`src/rtl/ctt_pkg.sv`:
```
`timescale 1ns / 1ps
`default_nettype none

package ctt_pkg;

    // Port field widths
    localparam int OPCODE_W = 2;
    localparam int ACTION_W = 8;
    localparam int TAG_W    = 16;
    localparam int DELAY_W  = 16;
    localparam int DELTA_W  = 16;
    localparam int KIND_W   = 2;
    localparam int STATUS_W = 2;
    localparam int ACTIVE_W = 6;

    // Operation codes
    localparam logic [OPCODE_W-1:0] OP_ARM        = 2'd0;
    localparam logic [OPCODE_W-1:0] OP_LENGTHEN   = 2'd1;
    localparam logic [OPCODE_W-1:0] OP_EXTINGUISH = 2'd2;
    localparam logic [OPCODE_W-1:0] OP_TICK       = 2'd3;

    // Result status codes
    localparam logic [STATUS_W-1:0] STAT_OK        = 2'd0;
    localparam logic [STATUS_W-1:0] STAT_FULL      = 2'd1;
    localparam logic [STATUS_W-1:0] STAT_NOT_FOUND = 2'd2;

    // Kind value of an empty slot
    localparam logic [KIND_W-1:0] KIND_NONE = 2'd0;

    // Controller to datapath
    typedef struct packed {
        logic load;    // capture the command fields, rewind the scan
        logic issue;   // read the slot at the scan index, advance
        logic eval;    // evaluate the slot read last cycle
        logic finish;  // emit the final result of the command
    } ctt_cmd_t;

    // Datapath to controller
    typedef struct packed {
        logic noop;      // arm of kind zero, nothing to scan
        logic hit;       // arm/lengthen/extinguish found its slot
        logic idx_end;   // every slot has been read
        logic s1_valid;  // a slot read is waiting for evaluation
    } ctt_sts_t;

endpackage

`default_nettype wire

```
`src/rtl/countdown_timer_table.sv`:
```
// Channel   | Handshake          | Signals
// ----------+--------------------+---------------------------------------------
// command   | start && !busy     | opcode, action_id, arg_tag, delay, delta, kind
// result    | done (one cycle)   | fired, fired_action, fired_tag, status,
//           |                    | active_count, last
//
// One command at a time; the scan reads one slot per cycle, writes it back the next.
// Arm, lengthen and extinguish stop at the first match. A tick scans every slot.
// The final result comes in the same cycle that busy drops, and the next command can
// be taken in that same cycle.
// Reset empties every slot at once. The receiver cannot stall the results.
`timescale 1ns / 1ps
`default_nettype none

module countdown_timer_table #(
    parameter int SLOTS       = 32,
    parameter int ID_WIDTH    = 8,
    parameter int TAG_WIDTH   = 16,
    parameter int COUNT_WIDTH = 16
) (
    input  logic                               clk,
    input  logic                               rst_n,
    input  logic                               start,
    output logic                               busy,
    input  logic [ctt_pkg::OPCODE_W-1:0]       opcode,
    input  logic [ctt_pkg::ACTION_W-1:0]       action_id,
    input  logic [ctt_pkg::TAG_W-1:0]          arg_tag,
    input  logic [ctt_pkg::DELAY_W-1:0]        delay,
    input  logic signed [ctt_pkg::DELTA_W-1:0] delta,
    input  logic [ctt_pkg::KIND_W-1:0]         kind,
    output logic                               done,
    output logic                               fired,
    output logic [ctt_pkg::ACTION_W-1:0]       fired_action,
    output logic [ctt_pkg::TAG_W-1:0]          fired_tag,
    output logic [ctt_pkg::STATUS_W-1:0]       status,
    output logic [ctt_pkg::ACTIVE_W-1:0]       active_count,
    output logic                               last
);
    import ctt_pkg::*;

    ctt_cmd_t cmd;
    ctt_sts_t sts;

    // Sequencer
    ctt_ctrl u_ctrl (
        .clk   (clk),
        .rst_n (rst_n),
        .start (start),
        .sts   (sts),
        .cmd   (cmd),
        .busy  (busy)
    );

    // Slot storage and scan datapath
    ctt_datapath #(
        .SLOTS       (SLOTS),
        .ID_WIDTH    (ID_WIDTH),
        .TAG_WIDTH   (TAG_WIDTH),
        .COUNT_WIDTH (COUNT_WIDTH)
    ) u_datapath (
        .clk          (clk),
        .rst_n        (rst_n),
        .cmd          (cmd),
        .sts          (sts),
        .opcode       (opcode),
        .action_id    (action_id),
        .arg_tag      (arg_tag),
        .delay        (delay),
        .delta        (delta),
        .kind         (kind),
        .done         (done),
        .fired        (fired),
        .fired_action (fired_action),
        .fired_tag    (fired_tag),
        .status       (status),
        .active_count (active_count),
        .last         (last)
    );

endmodule

`default_nettype wire

```
`src/rtl/ctt_ctrl.sv`:
```
`timescale 1ns / 1ps
`default_nettype none

module ctt_ctrl (
    input  logic              clk,
    input  logic              rst_n,
    input  logic              start,
    input  ctt_pkg::ctt_sts_t sts,
    output ctt_pkg::ctt_cmd_t cmd,
    output logic              busy
);
    import ctt_pkg::*;

    typedef enum logic [2:0] {
        S_IDLE   = 3'b001,
        S_SCAN   = 3'b010,
        S_FINISH = 3'b100
    } state_t;

    state_t state_reg;
    state_t state_next;

    // Next state and commands
    always_comb
    begin
        state_next = state_reg;
        cmd        = '0;
        case (state_reg)
            S_IDLE:
            begin
                if (start)
                begin
                    cmd.load   = 1'b1;
                    state_next = S_SCAN;
                end
            end
            S_SCAN:
            begin
                cmd.eval = 1'b1;
                if (sts.noop || sts.hit)
                begin
                    state_next = S_FINISH;
                end
                else if (!sts.idx_end)
                begin
                    cmd.issue = 1'b1;
                end
                else if (!sts.s1_valid)
                begin
                    state_next = S_FINISH;
                end
            end
            S_FINISH:
            begin
                cmd.finish = 1'b1;
                state_next = S_IDLE;
            end
            default:
            begin
                state_next = S_IDLE;
            end
        endcase
    end

    always_ff @(posedge clk or negedge rst_n)
    begin
        if (!rst_n)
        begin
            state_reg <= S_IDLE;
        end
        else
        begin
            state_reg <= state_next;
        end
    end

    assign busy = (state_reg != S_IDLE);

endmodule

`default_nettype wire

```
`src/rtl/ctt_datapath.sv`:
```
`timescale 1ns / 1ps
`default_nettype none

module ctt_datapath #(
    parameter int SLOTS       = 32,
    parameter int ID_WIDTH    = 8,
    parameter int TAG_WIDTH   = 16,
    parameter int COUNT_WIDTH = 16
) (
    input  logic                                     clk,
    input  logic                                     rst_n,
    input  ctt_pkg::ctt_cmd_t                        cmd,
    output ctt_pkg::ctt_sts_t                        sts,
    input  logic [ctt_pkg::OPCODE_W-1:0]             opcode,
    input  logic [ctt_pkg::ACTION_W-1:0]             action_id,
    input  logic [ctt_pkg::TAG_W-1:0]                arg_tag,
    input  logic [ctt_pkg::DELAY_W-1:0]              delay,
    input  logic signed [ctt_pkg::DELTA_W-1:0]       delta,
    input  logic [ctt_pkg::KIND_W-1:0]               kind,
    output logic                                     done,
    output logic                                     fired,
    output logic [ctt_pkg::ACTION_W-1:0]             fired_action,
    output logic [ctt_pkg::TAG_W-1:0]                fired_tag,
    output logic [ctt_pkg::STATUS_W-1:0]             status,
    output logic [ctt_pkg::ACTIVE_W-1:0]             active_count,
    output logic                                     last
);
    import ctt_pkg::*;

    localparam int IDX_W = (SLOTS > 1) ? $clog2(SLOTS) : 1;
    localparam int CNT_W = $clog2(SLOTS + 1);
    localparam int EW    = (COUNT_WIDTH > DELAY_W) ? COUNT_WIDTH : DELAY_W;
    localparam int SW    = COUNT_WIDTH + DELTA_W + 2;
    localparam logic [COUNT_WIDTH-1:0] CMAX = '1;

    // Captured command fields
    logic [OPCODE_W-1:0]       op_reg;
    logic [ID_WIDTH-1:0]       id_reg;
    logic [TAG_WIDTH-1:0]      tag_reg;
    logic [DELAY_W-1:0]        delay_reg;
    logic signed [DELTA_W-1:0] delta_reg;
    logic [KIND_W-1:0]         kind_reg;

    // Scan control
    logic [IDX_W:0]     rd_idx_reg;
    logic [IDX_W-1:0]   rd_addr;
    logic               s1_valid_reg;
    logic               found_reg;
    logic [CNT_W-1:0]   count_reg;
    logic [CNT_W-1:0]   count_next;

    // Slot storage: kinds in flops (reset to empty), the rest in memory
    logic [KIND_W-1:0]      kind_mem_reg [SLOTS];
    logic [ID_WIDTH-1:0]    action_mem   [SLOTS];
    logic [TAG_WIDTH-1:0]   tag_mem      [SLOTS];
    logic [COUNT_WIDTH-1:0] rem_mem      [SLOTS];

    // Slot under evaluation
    logic [IDX_W-1:0]       s1_slot_reg;
    logic [KIND_W-1:0]      s1_kind_reg;
    logic [ID_WIDTH-1:0]    s1_action_reg;
    logic [TAG_WIDTH-1:0]   s1_tag_reg;
    logic [COUNT_WIDTH-1:0] s1_rem_reg;

    // Fired timer held until it is known whether it is the last one
    logic                 pend_valid_reg;
    logic [ID_WIDTH-1:0]  pend_action_reg;
    logic [TAG_WIDTH-1:0] pend_tag_reg;
    logic [CNT_W-1:0]     pend_count_reg;

    // Result registers
    logic                 done_reg;
    logic                 done_next;
    logic                 fired_reg,   fired_next;
    logic [ACTION_W-1:0]  action_reg,  action_next;
    logic [TAG_W-1:0]     ftag_reg,    ftag_next;
    logic [STATUS_W-1:0]  status_reg,  status_next;
    logic [ACTIVE_W-1:0]  active_reg,  active_next;
    logic                 last_reg,    last_next;

    // Evaluation terms
    logic                   ev;
    logic                   is_empty;
    logic                   id_match;
    logic                   arm_hit;
    logic                   len_hit;
    logic                   ext_hit;
    logic                   tick_match;
    logic                   tick_fire;
    logic                   kind_set;
    logic                   kind_clr;
    logic                   rem_we;
    logic [COUNT_WIDTH-1:0] rem_wdata;
    logic [EW-1:0]          dly_ext;
    logic [COUNT_WIDTH-1:0] dly_sat;
    logic signed [SW-1:0]   sum_s;
    logic [COUNT_WIDTH-1:0] len_val;
    logic [STATUS_W-1:0]    final_status;

    assign rd_addr = rd_idx_reg[IDX_W-1:0];

    // Capture the command on a transfer
    always_ff @(posedge clk)
    begin
        if (cmd.load)
        begin
            op_reg    <= opcode;
            id_reg    <= ID_WIDTH'(action_id);
            tag_reg   <= TAG_WIDTH'(arg_tag);
            delay_reg <= delay;
            delta_reg <= delta;
            kind_reg  <= kind;
        end
    end

    // Slot matching
    always_comb
    begin
        ev         = cmd.eval && s1_valid_reg;
        is_empty   = (s1_kind_reg == KIND_NONE);
        id_match   = !is_empty && (s1_action_reg == id_reg);
        arm_hit    = (op_reg == OP_ARM) && is_empty;
        len_hit    = (op_reg == OP_LENGTHEN) && id_match;
        ext_hit    = (op_reg == OP_EXTINGUISH) && id_match;
        tick_match = (op_reg == OP_TICK) && (kind_reg != KIND_NONE)
                     && (s1_kind_reg == kind_reg)
                     && (s1_rem_reg != '0);
        tick_fire  = tick_match && (s1_rem_reg == COUNT_WIDTH'(1));
        kind_set   = ev && arm_hit;
        kind_clr   = ev && (ext_hit || tick_fire);
    end

    // Status to the controller
    always_comb
    begin
        sts.noop     = (op_reg == OP_ARM) && (kind_reg == KIND_NONE);
        sts.hit      = s1_valid_reg && (arm_hit || len_hit || ext_hit);
        sts.idx_end  = (rd_idx_reg == (IDX_W + 1)'(SLOTS));
        sts.s1_valid = s1_valid_reg;
    end

    // Saturated arm delay and lengthen sum
    always_comb
    begin
        dly_ext = EW'(delay_reg);
        if (dly_ext > EW'(CMAX))
        begin
            dly_sat = CMAX;
        end
        else
        begin
            dly_sat = COUNT_WIDTH'(dly_ext);
        end

        sum_s = $signed({{(SW - COUNT_WIDTH){1'b0}}, s1_rem_reg})
              + $signed({{(SW - DELTA_W){delta_reg[DELTA_W-1]}}, delta_reg});
        if (sum_s[SW-1])
        begin
            len_val = '0;
        end
        else if (|sum_s[SW-2:COUNT_WIDTH])
        begin
            len_val = CMAX;
        end
        else
        begin
            len_val = sum_s[COUNT_WIDTH-1:0];
        end
    end

    // Remaining count write-back
    always_comb
    begin
        rem_we    = ev && (arm_hit || len_hit || tick_match);
        rem_wdata = s1_rem_reg - COUNT_WIDTH'(1);
        if (arm_hit)
        begin
            rem_wdata = dly_sat;
        end
        else if (len_hit)
        begin
            rem_wdata = len_val;
        end
    end

    // Slot memories: one read at the scan index, one write at the evaluated slot
    always_ff @(posedge clk)
    begin
        if (kind_set)
        begin
            action_mem[s1_slot_reg] <= id_reg;
            tag_mem[s1_slot_reg]    <= tag_reg;
        end
        if (rem_we)
        begin
            rem_mem[s1_slot_reg] <= rem_wdata;
        end
        if (cmd.issue)
        begin
            s1_action_reg <= action_mem[rd_addr];
            s1_tag_reg    <= tag_mem[rd_addr];
            s1_rem_reg    <= rem_mem[rd_addr];
            s1_kind_reg   <= kind_mem_reg[rd_addr];
            s1_slot_reg   <= rd_addr;
        end
    end

    // Slot kinds, empty after reset
    always_ff @(posedge clk or negedge rst_n)
    begin
        if (!rst_n)
        begin
            for (int i = 0; i < SLOTS; i++)
            begin
                kind_mem_reg[i] <= KIND_NONE;
            end
        end
        else if (kind_set)
        begin
            kind_mem_reg[s1_slot_reg] <= kind_reg;
        end
        else if (kind_clr)
        begin
            kind_mem_reg[s1_slot_reg] <= KIND_NONE;
        end
    end

    // Occupied count
    always_comb
    begin
        count_next = count_reg;
        if (kind_set)
        begin
            count_next = count_reg + CNT_W'(1);
        end
        else if (kind_clr)
        begin
            count_next = count_reg - CNT_W'(1);
        end
    end

    // Scan index and control flags
    always_ff @(posedge clk or negedge rst_n)
    begin
        if (!rst_n)
        begin
            rd_idx_reg     <= '0;
            s1_valid_reg   <= 1'b0;
            found_reg      <= 1'b0;
            pend_valid_reg <= 1'b0;
            count_reg      <= '0;
        end
        else
        begin
            count_reg    <= count_next;
            s1_valid_reg <= cmd.issue;
            if (cmd.load)
            begin
                rd_idx_reg     <= '0;
                found_reg      <= 1'b0;
                pend_valid_reg <= 1'b0;
            end
            else
            begin
                if (cmd.issue)
                begin
                    rd_idx_reg <= rd_idx_reg + (IDX_W + 1)'(1);
                end
                if (ev && sts.hit)
                begin
                    found_reg <= 1'b1;
                end
                if (ev && tick_fire)
                begin
                    pend_valid_reg <= 1'b1;
                end
            end
        end
    end

    // Fired timer payload
    always_ff @(posedge clk)
    begin
        if (ev && tick_fire)
        begin
            pend_action_reg <= s1_action_reg;
            pend_tag_reg    <= s1_tag_reg;
            pend_count_reg  <= count_reg - CNT_W'(1);
        end
    end

    // Final status by operation
    always_comb
    begin
        final_status = STAT_OK;
        case (op_reg)
            OP_ARM:
            begin
                if (!sts.noop && !found_reg)
                begin
                    final_status = STAT_FULL;
                end
            end
            OP_LENGTHEN, OP_EXTINGUISH:
            begin
                if (!found_reg)
                begin
                    final_status = STAT_NOT_FOUND;
                end
            end
            default:
            begin
                final_status = STAT_OK;
            end
        endcase
    end

    // Result selection: a held firing goes out when a newer one arrives
    always_comb
    begin
        done_next   = 1'b0;
        fired_next  = fired_reg;
        action_next = action_reg;
        ftag_next   = ftag_reg;
        status_next = status_reg;
        active_next = active_reg;
        last_next   = last_reg;
        if (ev && tick_fire && pend_valid_reg)
        begin
            done_next   = 1'b1;
            fired_next  = 1'b1;
            action_next = ACTION_W'(pend_action_reg);
            ftag_next   = TAG_W'(pend_tag_reg);
            status_next = STAT_OK;
            active_next = ACTIVE_W'(pend_count_reg);
            last_next   = 1'b0;
        end
        else if (cmd.finish)
        begin
            done_next = 1'b1;
            last_next = 1'b1;
            if ((op_reg == OP_TICK) && pend_valid_reg)
            begin
                fired_next  = 1'b1;
                action_next = ACTION_W'(pend_action_reg);
                ftag_next   = TAG_W'(pend_tag_reg);
                status_next = STAT_OK;
                active_next = ACTIVE_W'(pend_count_reg);
            end
            else
            begin
                fired_next  = 1'b0;
                action_next = '0;
                ftag_next   = '0;
                status_next = final_status;
                active_next = ACTIVE_W'(count_reg);
            end
        end
    end

    always_ff @(posedge clk or negedge rst_n)
    begin
        if (!rst_n)
        begin
            done_reg <= 1'b0;
        end
        else
        begin
            done_reg <= done_next;
        end
    end

    always_ff @(posedge clk)
    begin
        fired_reg  <= fired_next;
        action_reg <= action_next;
        ftag_reg   <= ftag_next;
        status_reg <= status_next;
        active_reg <= active_next;
        last_reg   <= last_next;
    end

    assign done         = done_reg;
    assign fired        = fired_reg;
    assign fired_action = action_reg;
    assign fired_tag    = ftag_reg;
    assign status       = status_reg;
    assign active_count = active_reg;
    assign last         = last_reg;

endmodule

`default_nettype wire

```
`config.mk`:
```
export PLATFORM = sky130hd
export DESIGN_NAME = countdown_timer_table
export DESIGN_NICKNAME = d
export VERILOG_FILES = /design/src/rtl/ctt_pkg.sv /design/src/rtl/countdown_timer_table.sv /design/src/rtl/ctt_ctrl.sv /design/src/rtl/ctt_datapath.sv
export SDC_FILE = /design/constraint.sdc
export NUM_CORES = 2
export LEC_CHECK = 0
export BUFFER_PORTS_ARGS = -buffer_cell sky130_fd_sc_hd__buf_2
export CAP_MARGIN = 20
export CORE_ASPECT_RATIO = 1.75
export CORE_MARGIN = 4
export CORE_UTILIZATION = 45
export CTS_CLUSTER_DIAMETER = 150
export DETAILED_ROUTE_END_ITERATION = 8
export HOLD_SLACK_MARGIN = 0.06
export SYNTH_ARGS = -nofsm -noshare
export SYNTH_HDL_FRONTEND = slang
export SYNTH_SLANG_ARGS = --single-unit
```
`constraint.sdc`:
```
create_clock -name clk -period 5 [get_ports clk]
set_input_delay 0.25 -clock clk [delete_from_list [all_inputs] [get_ports clk]]
set_output_delay 0.25 -clock clk [all_outputs]
set_load 0.1 [all_outputs]
```
* Word level (Yosys, flattened, before mapping)
Memory sizes are Yosys's and may differ from the RTL's. A register that Yosys moved wholly into a read port is not among the register bits. Index checks and enable logic that the tools add are counted.
Storage, ports and cells: logic and storage cells 179, memories kept 3, flip-flop bits (word level) 214, bits in writable memories 1280, output and inout bits 36
Operators by class: equality and inequality tests 14, reductions and logical operators 41, bitwise operators 4, multiplexer cells 52, $lt $le $gt $ge 4, add/subtract/negate cells 5
Memory list:
- u_datapath.rem_mem | depth 32, width 16, rd ports 1, clocked after memory_dff 1, wr ports 1, line ctt_datapath.sv:56 | logic [COUNT_WIDTH-1:0] rem_mem [SLOTS];
- u_datapath.tag_mem | depth 32, width 16, rd ports 1, clocked after memory_dff 1, wr ports 1, line ctt_datapath.sv:55 | logic [TAG_WIDTH-1:0] tag_mem [SLOTS];
- u_datapath.action_mem | depth 32, width 8, rd ports 1, clocked after memory_dff 1, wr ports 1, line ctt_datapath.sv:54 | logic [ID_WIDTH-1:0] action_mem [SLOTS];
Operators by type and width (count):
- 16-bit two-way mux | 8
- 64-bit two-way mux | 2
- 64-bit bitwise AND | 1
- 64-bit bitwise mux | 1
- 64-bit inverter | 1
- 6-bit two-way mux | 7
- 8-bit two-way mux | 3
- 1-bit logical AND | 20
- 17-bit by 16-bit adder with 18-bit output | 1
- 1-bit two-way mux | 17
- 17-bit OR reduction | 1
- 16-bit by 1-bit equality test with 1-bit output (second input constant) | 1
- 16-bit > comparator (second input constant) | 1
- 16-bit nonzero test | 1
- 16-bit by 1-bit subtractor with 16-bit output (second input constant) | 1
- 6-bit by 1-bit adder with 6-bit output (second input constant) | 2
- 6-bit >= comparator (second input constant) | 2
- 2-bit two-way mux | 6
- 3-bit two-way mux | 4
- 5-bit inverter with 6-bit output | 2
- 2-bit nonzero test | 6
- 2-bit binary-select mux with 5-bit select | 1
- 2-bit demux with 5-bit select | 1
- 8-bit equality test | 1
- 19 further kinds | 29

* Logic depth before layout (Yosys ltp)
depth after elaboration 14, mapped depth 11, mapped depth without buffers 10

* Hierarchy
A second synthesis with hierarchy kept.
Second synthesis, totals: cell total of the unflattened synthesis 2728, area total of the unflattened synthesis 59816.1 um^2
Modules (own cells, without submodules):
- ctt_datapath | area an instance 59654.7 um^2, cells each 2714, times used 1
- ctt_ctrl | area an instance 161.4 um^2, cells each 14, times used 1

* Worst setup path before layout
OpenSTA, ideal clock, no wires.
kind register to register, start register u_ctrl.state_reg[0], end register u_datapath.delay_reg[0] (enable), slack 0.382 ns, required time 4.510 ns, path buffers 0, data arrival time 4.127 ns, cell stages (with the launch flop) 3, path through dfstp_2 -> or3b_2 -> nor2_1
RTL lines:
- start: declaration | line ctt_ctrl.sv:20 | state_t state_reg;
- start signal: assignment | line ctt_ctrl.sv:73 | state_reg <= state_next;
- end signal: assignment | line ctt_datapath.sv:110 | delay_reg <= delay;
- end: declaration | line ctt_datapath.sv:40 | logic [DELAY_W-1:0] delay_reg;

* Worst setup path after layout
start register u_datapath.id_reg[4], end memory u_datapath.rem_mem[13][13], data pin
On the way: cells in the longest elaborated chain, start to end 5
Ends and longest elaborated chain:
- start: declaration | line ctt_datapath.sv:38 | logic [ID_WIDTH-1:0] id_reg;
- start signal: assignment | line ctt_datapath.sv:108 | id_reg <= ID_WIDTH'(action_id);
- 8-bit equality test | line ctt_datapath.sv:121 | id_match = !is_empty && (s1_action_reg == id_reg);
- 1-bit logical AND | line ctt_datapath.sv:121
- 1-bit logical AND | line ctt_datapath.sv:123 | len_hit = (op_reg == OP_LENGTHEN) && id_match;
- 16-bit two-way mux | line ctt_datapath.sv:180 | else if (len_hit)
- 16-bit two-way mux | line ctt_datapath.sv:176 | if (arm_hit)
- via u_datapath.rem_wdata[13] | line ctt_datapath.sv:93 | logic [COUNT_WIDTH-1:0] rem_wdata;
- end: declaration | line ctt_datapath.sv:56
The timed path passes the listed nets, and every way through them passes these cells.

==> flow_results.org <==
** STA
- The clock arrives with ~0.027 ns of skew.
- The worst path in the final design needs a cycle of 4.444 ns, including I/O delays and setup.
- Total count of max-transition violations in the final report :: 0
- Setup repair after global routing missed its margin :: no
- Final cycle utilization of the critical path :: 88.88%
- Setup violations remaining at the end of the flow were counted as 0.
- Post-route worst hold slack :: 0.1745 ns
- Slew of the pin with the lowest slew margin :: 1.137 ns
- F_max :: around 0.23 GHz
- For the final routed database, the setup TNS stands at 0 ns.
- Final hold violations :: 0
- In this run the tightest slew margin relative to its limit is 24.01%.

** Setup path
- STA puts the critical path data arrival time at 4.72 ns.
- On the worst path, the slowest cell contributes a delay of 0.98 ns.
- Of all nets on the critical path, the largest fanout is 33.
- The worst setup path is launched from a register.
- Worst reg-to-reg setup slack :: 0.56 ns
- Crit Path Category :: register to register
- At the worst endpoint, the required time is 5.28 ns.
- CP max stage cell :: edfxtp_1
- The signal on the critical path passes through xor2_1 > nor4_1 > and4_1 > nor2_1 > a222oi_1 > nand2_1.
- The worst setup path is captured at a register.

** Place
- Counting tap cells, the placed design contains a total of 4568 instances.
- Port buffer count :: roughly 100
- At the end of routability-driven placement, the weighted congestion stood at 0.8596.
- The HPWL after detailed placement is 91560 um.

** Die
- Cell Rows :: 177
- The floorplan step defined a core boundary enclosing roughly 0.13 mm^2.
- From bottom edge to top edge, the die measures roughly 500 um.
- Boundary Pins :: 99
- Once the floorplan was initialized, standard cells occupied 45.20% of the core.
- Die Footprint :: about 0.14 mm^2
- Die outline width :: 284.2 um

** Cells and area
- Compared with the post-synthesis result, the final layout area differs by 14.55%.
- The largest registers in the layout are u_datapath.rem_mem x512, u_datapath.tag_mem x512, u_datapath.action_mem x256.
- The post-route netlist has 32.24% of its cells at a drive strength greater than 1.
- Summing all multi-input logic gate instances after layout gives 0.01405 mm^2.
- Number of standard cells in the layout, taps in and fillers out :: between 4000 and 5000
- Filler instances :: 10300
- In the final layout, flip-flops and latches occupy 0.04563 mm^2.
- Final standard cell utilization of the core :: 51.77%
- The net count of the finished layout is 3170.

** Synth
- In the post-synthesis netlist, the biggest area contributors are edfxtp_1 72%, mux4_2 16%, dfrtp_1 3.4%.
- Seq cells post-synth :: about 1500
- The cell area that synthesis handed to floorplanning was 0.06006 mm^2.
- Synth top area share :: 72.35%
- Yosys printed 0 warnings.
- The most used flip-flop cell after synthesis is edfxtp_1.
- Seq/Total Area, Yosys :: 75.94%
- Synthesis produced roughly 2800 cells.
- Most repeated cell in the gate-level netlist after synthesis :: edfxtp_1
- Synthesized area per cell :: 21.53 um^2
- Async set-reset flop share out of synthesis :: 5.411%
- Post-Syn Nets :: 2881
- Leading post-synthesis cells by instance count :: 1447 x edfxtp_1, 420 x mux4_2, 128 x nand2_1
- Dominant cell type by area after synthesis :: edfxtp_1
- Distinct cell type count of the synthesized netlist :: slightly below 70
- In this run, synthesis inferred 1447 flip-flops with an integrated enable.

** Pwr
- Summed over all nets, the switching power comes to 8619 uW.
- The completed layout was analyzed and its total power is 32530 uW.
- In this run, the clock network consumes 33.3% of the power.
- Registers are responsible for 47.7% of the overall power.
- Comb pwr share :: approximately a fifth
- Leakage power of the design :: 0.02151 uW
- Cell internal power was estimated by the tool at 23920 uW.
- Net switching is 26.49% of the power.
- In this run the power density over the cells is 472.9 mW/mm^2.
- VDD sags by at most 0.0003642 V.

** Clocking
- Number of buffers created by CTS :: 141
- Clock slew at reported path FFs :: 0.07 ns
- In this run the clock root is driven by a clkbuf_16.
- Clock sink count :: 1534
- The number of hold buffers added after CTS was between 60 and 70.
- In this run the post-CTS setup repair buffer count came out at 0.
- H-Tree Depth :: 4
- Largest buffer count on any clock path :: 3
- TritonCTS built the clock tree.
- Worst-skew pair later-pin latency :: 0.78 ns
- After clock tree synthesis, the repair step resized 0 gates.

** Run
- Count of max-cap constraint violations :: 0

** Routing
- After detailed routing, the number of remaining DRC violations is 0.
- Number of DRC markers after the initial detailed-route iteration :: 3216
- Detailed routing inserted a total of 29420 vias.
- Post-detailed-route count of antenna-violating nets :: 0
- The pre-antenna-repair detailed-routing pass consisted of 5 iterations.
- DR WL/cell :: 31.28 um
- After detailed routing, the number of vias per cell comes to approximately 6.
- Wire length after detailed routing :: ~150000 um

** Global routing
- Wire length of the first global-routing pass :: ~220000 um
- The total overflow left after global routing is 0.
- The number of antenna violations at the first check in global routing came to 4.
- Overall track demand over capacity in global routing :: 21.97%
- Entering global routing, the biggest net connects 109 pins.
- Via count of the first global-routing pass :: 31050

** Worst hold path
- Min-Delay Path Class :: input pin to register

** Run status
- Outcome :: complete, no violations
-- through the flow --
step / cell area [um^2] / worst slack, ns
5_1_grt: 68790 / 0.3819
2_1_floorplan: 60060 / 0.3823
3_5_place_dp: 63430 / 0.7168
3_3_place_gp: 63390 / 0.8955
4_1_cts: 68700 / 0.6920
6_report: 68790 / 0.5558
-- power groups by stage --
stage               sequential [uW]  clock, uW  combinational (uW)
detailed placement            15800          0                6200
floorplan                     15700          0                4550
CTS                           15500      11000                6260
global placement              15800          0                6120
global route                  15600      11600                6610
finish                        15500      10800                6190
-- critical path: cells and delay by family, from the launching register on --
kind,cells,cell delay [ns]
xor gates and xnor gates,1,0.23
AOI/OAI and AO/OA,1,0.34
and+or+nand+nor,4,2.36
DFF,1,0.98
-- placed cells by master, fill, tap and decap left out, types with 47 or more instances in the layout --
master,count
buf_2,97
buf_4,116
clkbuf_16,142
dfrtp_1,77
dlygate4sd3_1,63
edfxtp_1,1447
mux2_2,47
mux4_2,420
nand2_1,126
o21ai_0,93
-- final cells by class --
class | instances | share of cell area, %
Clock buffer | 172 | 5.358
Inverter | 21 | 0.1146
Tap cell | 1700 | 3.092
Antenna cell | 2 | 0.007275
Sequential cell | 1534 | 66.32
Timing Repair Buffer | 290 | 3.297
Clock inverter | 85 | 1.391
Multi-Input combinational cell | 1090 | 20.42
-- worst paths after layout --
| check | start | endpoint | cells after the start |
|---|---|---|---|
| setup / recovery | u_datapath.id_reg[4]$_DFFE_PP_ | u_datapath.rem_mem[13][13]$_DFFE_PP_ | 6 |
| hold / removal | arg_tag[10] | u_datapath.tag_reg[10]$_DFFE_PP_ | 2 |
| setup reg to reg | u_datapath.id_reg[4]$_DFFE_PP_ | u_datapath.rem_mem[13][13]$_DFFE_PP_ | 6 |
| hold reg to reg | u_datapath.s1_tag_reg[13]$_DFFE_PP_ | u_datapath.pend_tag_reg[13]$_DFFE_PP_ | 0 |
| max in group asynchronous | rst_n | u_datapath.rd_idx_reg[1]$_DFFE_PN0P_ | 3 |
| min in group asynchronous | rst_n | u_datapath.count_reg[1]$_DFFE_PN0P_ | 3 |
-- routing by layer --
layer / track usage (%) / share of wire (%) / up-vias
li1: - / - / 12130
met1: 26.47 / 36 / 15810
met2: 39.34 / 54 / 1163
met3: 3.550 / 5.7 / 311
met4: 9.172 / 4.4 / 4
met5: 0 / 0.018 / -
-- cell families (layout without fill, tap and decap cells) --
logic type	count (synthesis)	after routing	share of synthesized area [%]
buffers and inverters	165	568	1.356
xor gates and xnor gates	47	47	0.6854
muxes	469	469	16.66
AOI/OAI and AO/OA	182	182	1.713
other	0	2	0
DFF	1534	1534	75.94
adders and majority gates	29	29	0.6167
and+or+nand+nor	363	363	3.021
Power figures use the tool's default switching activity.
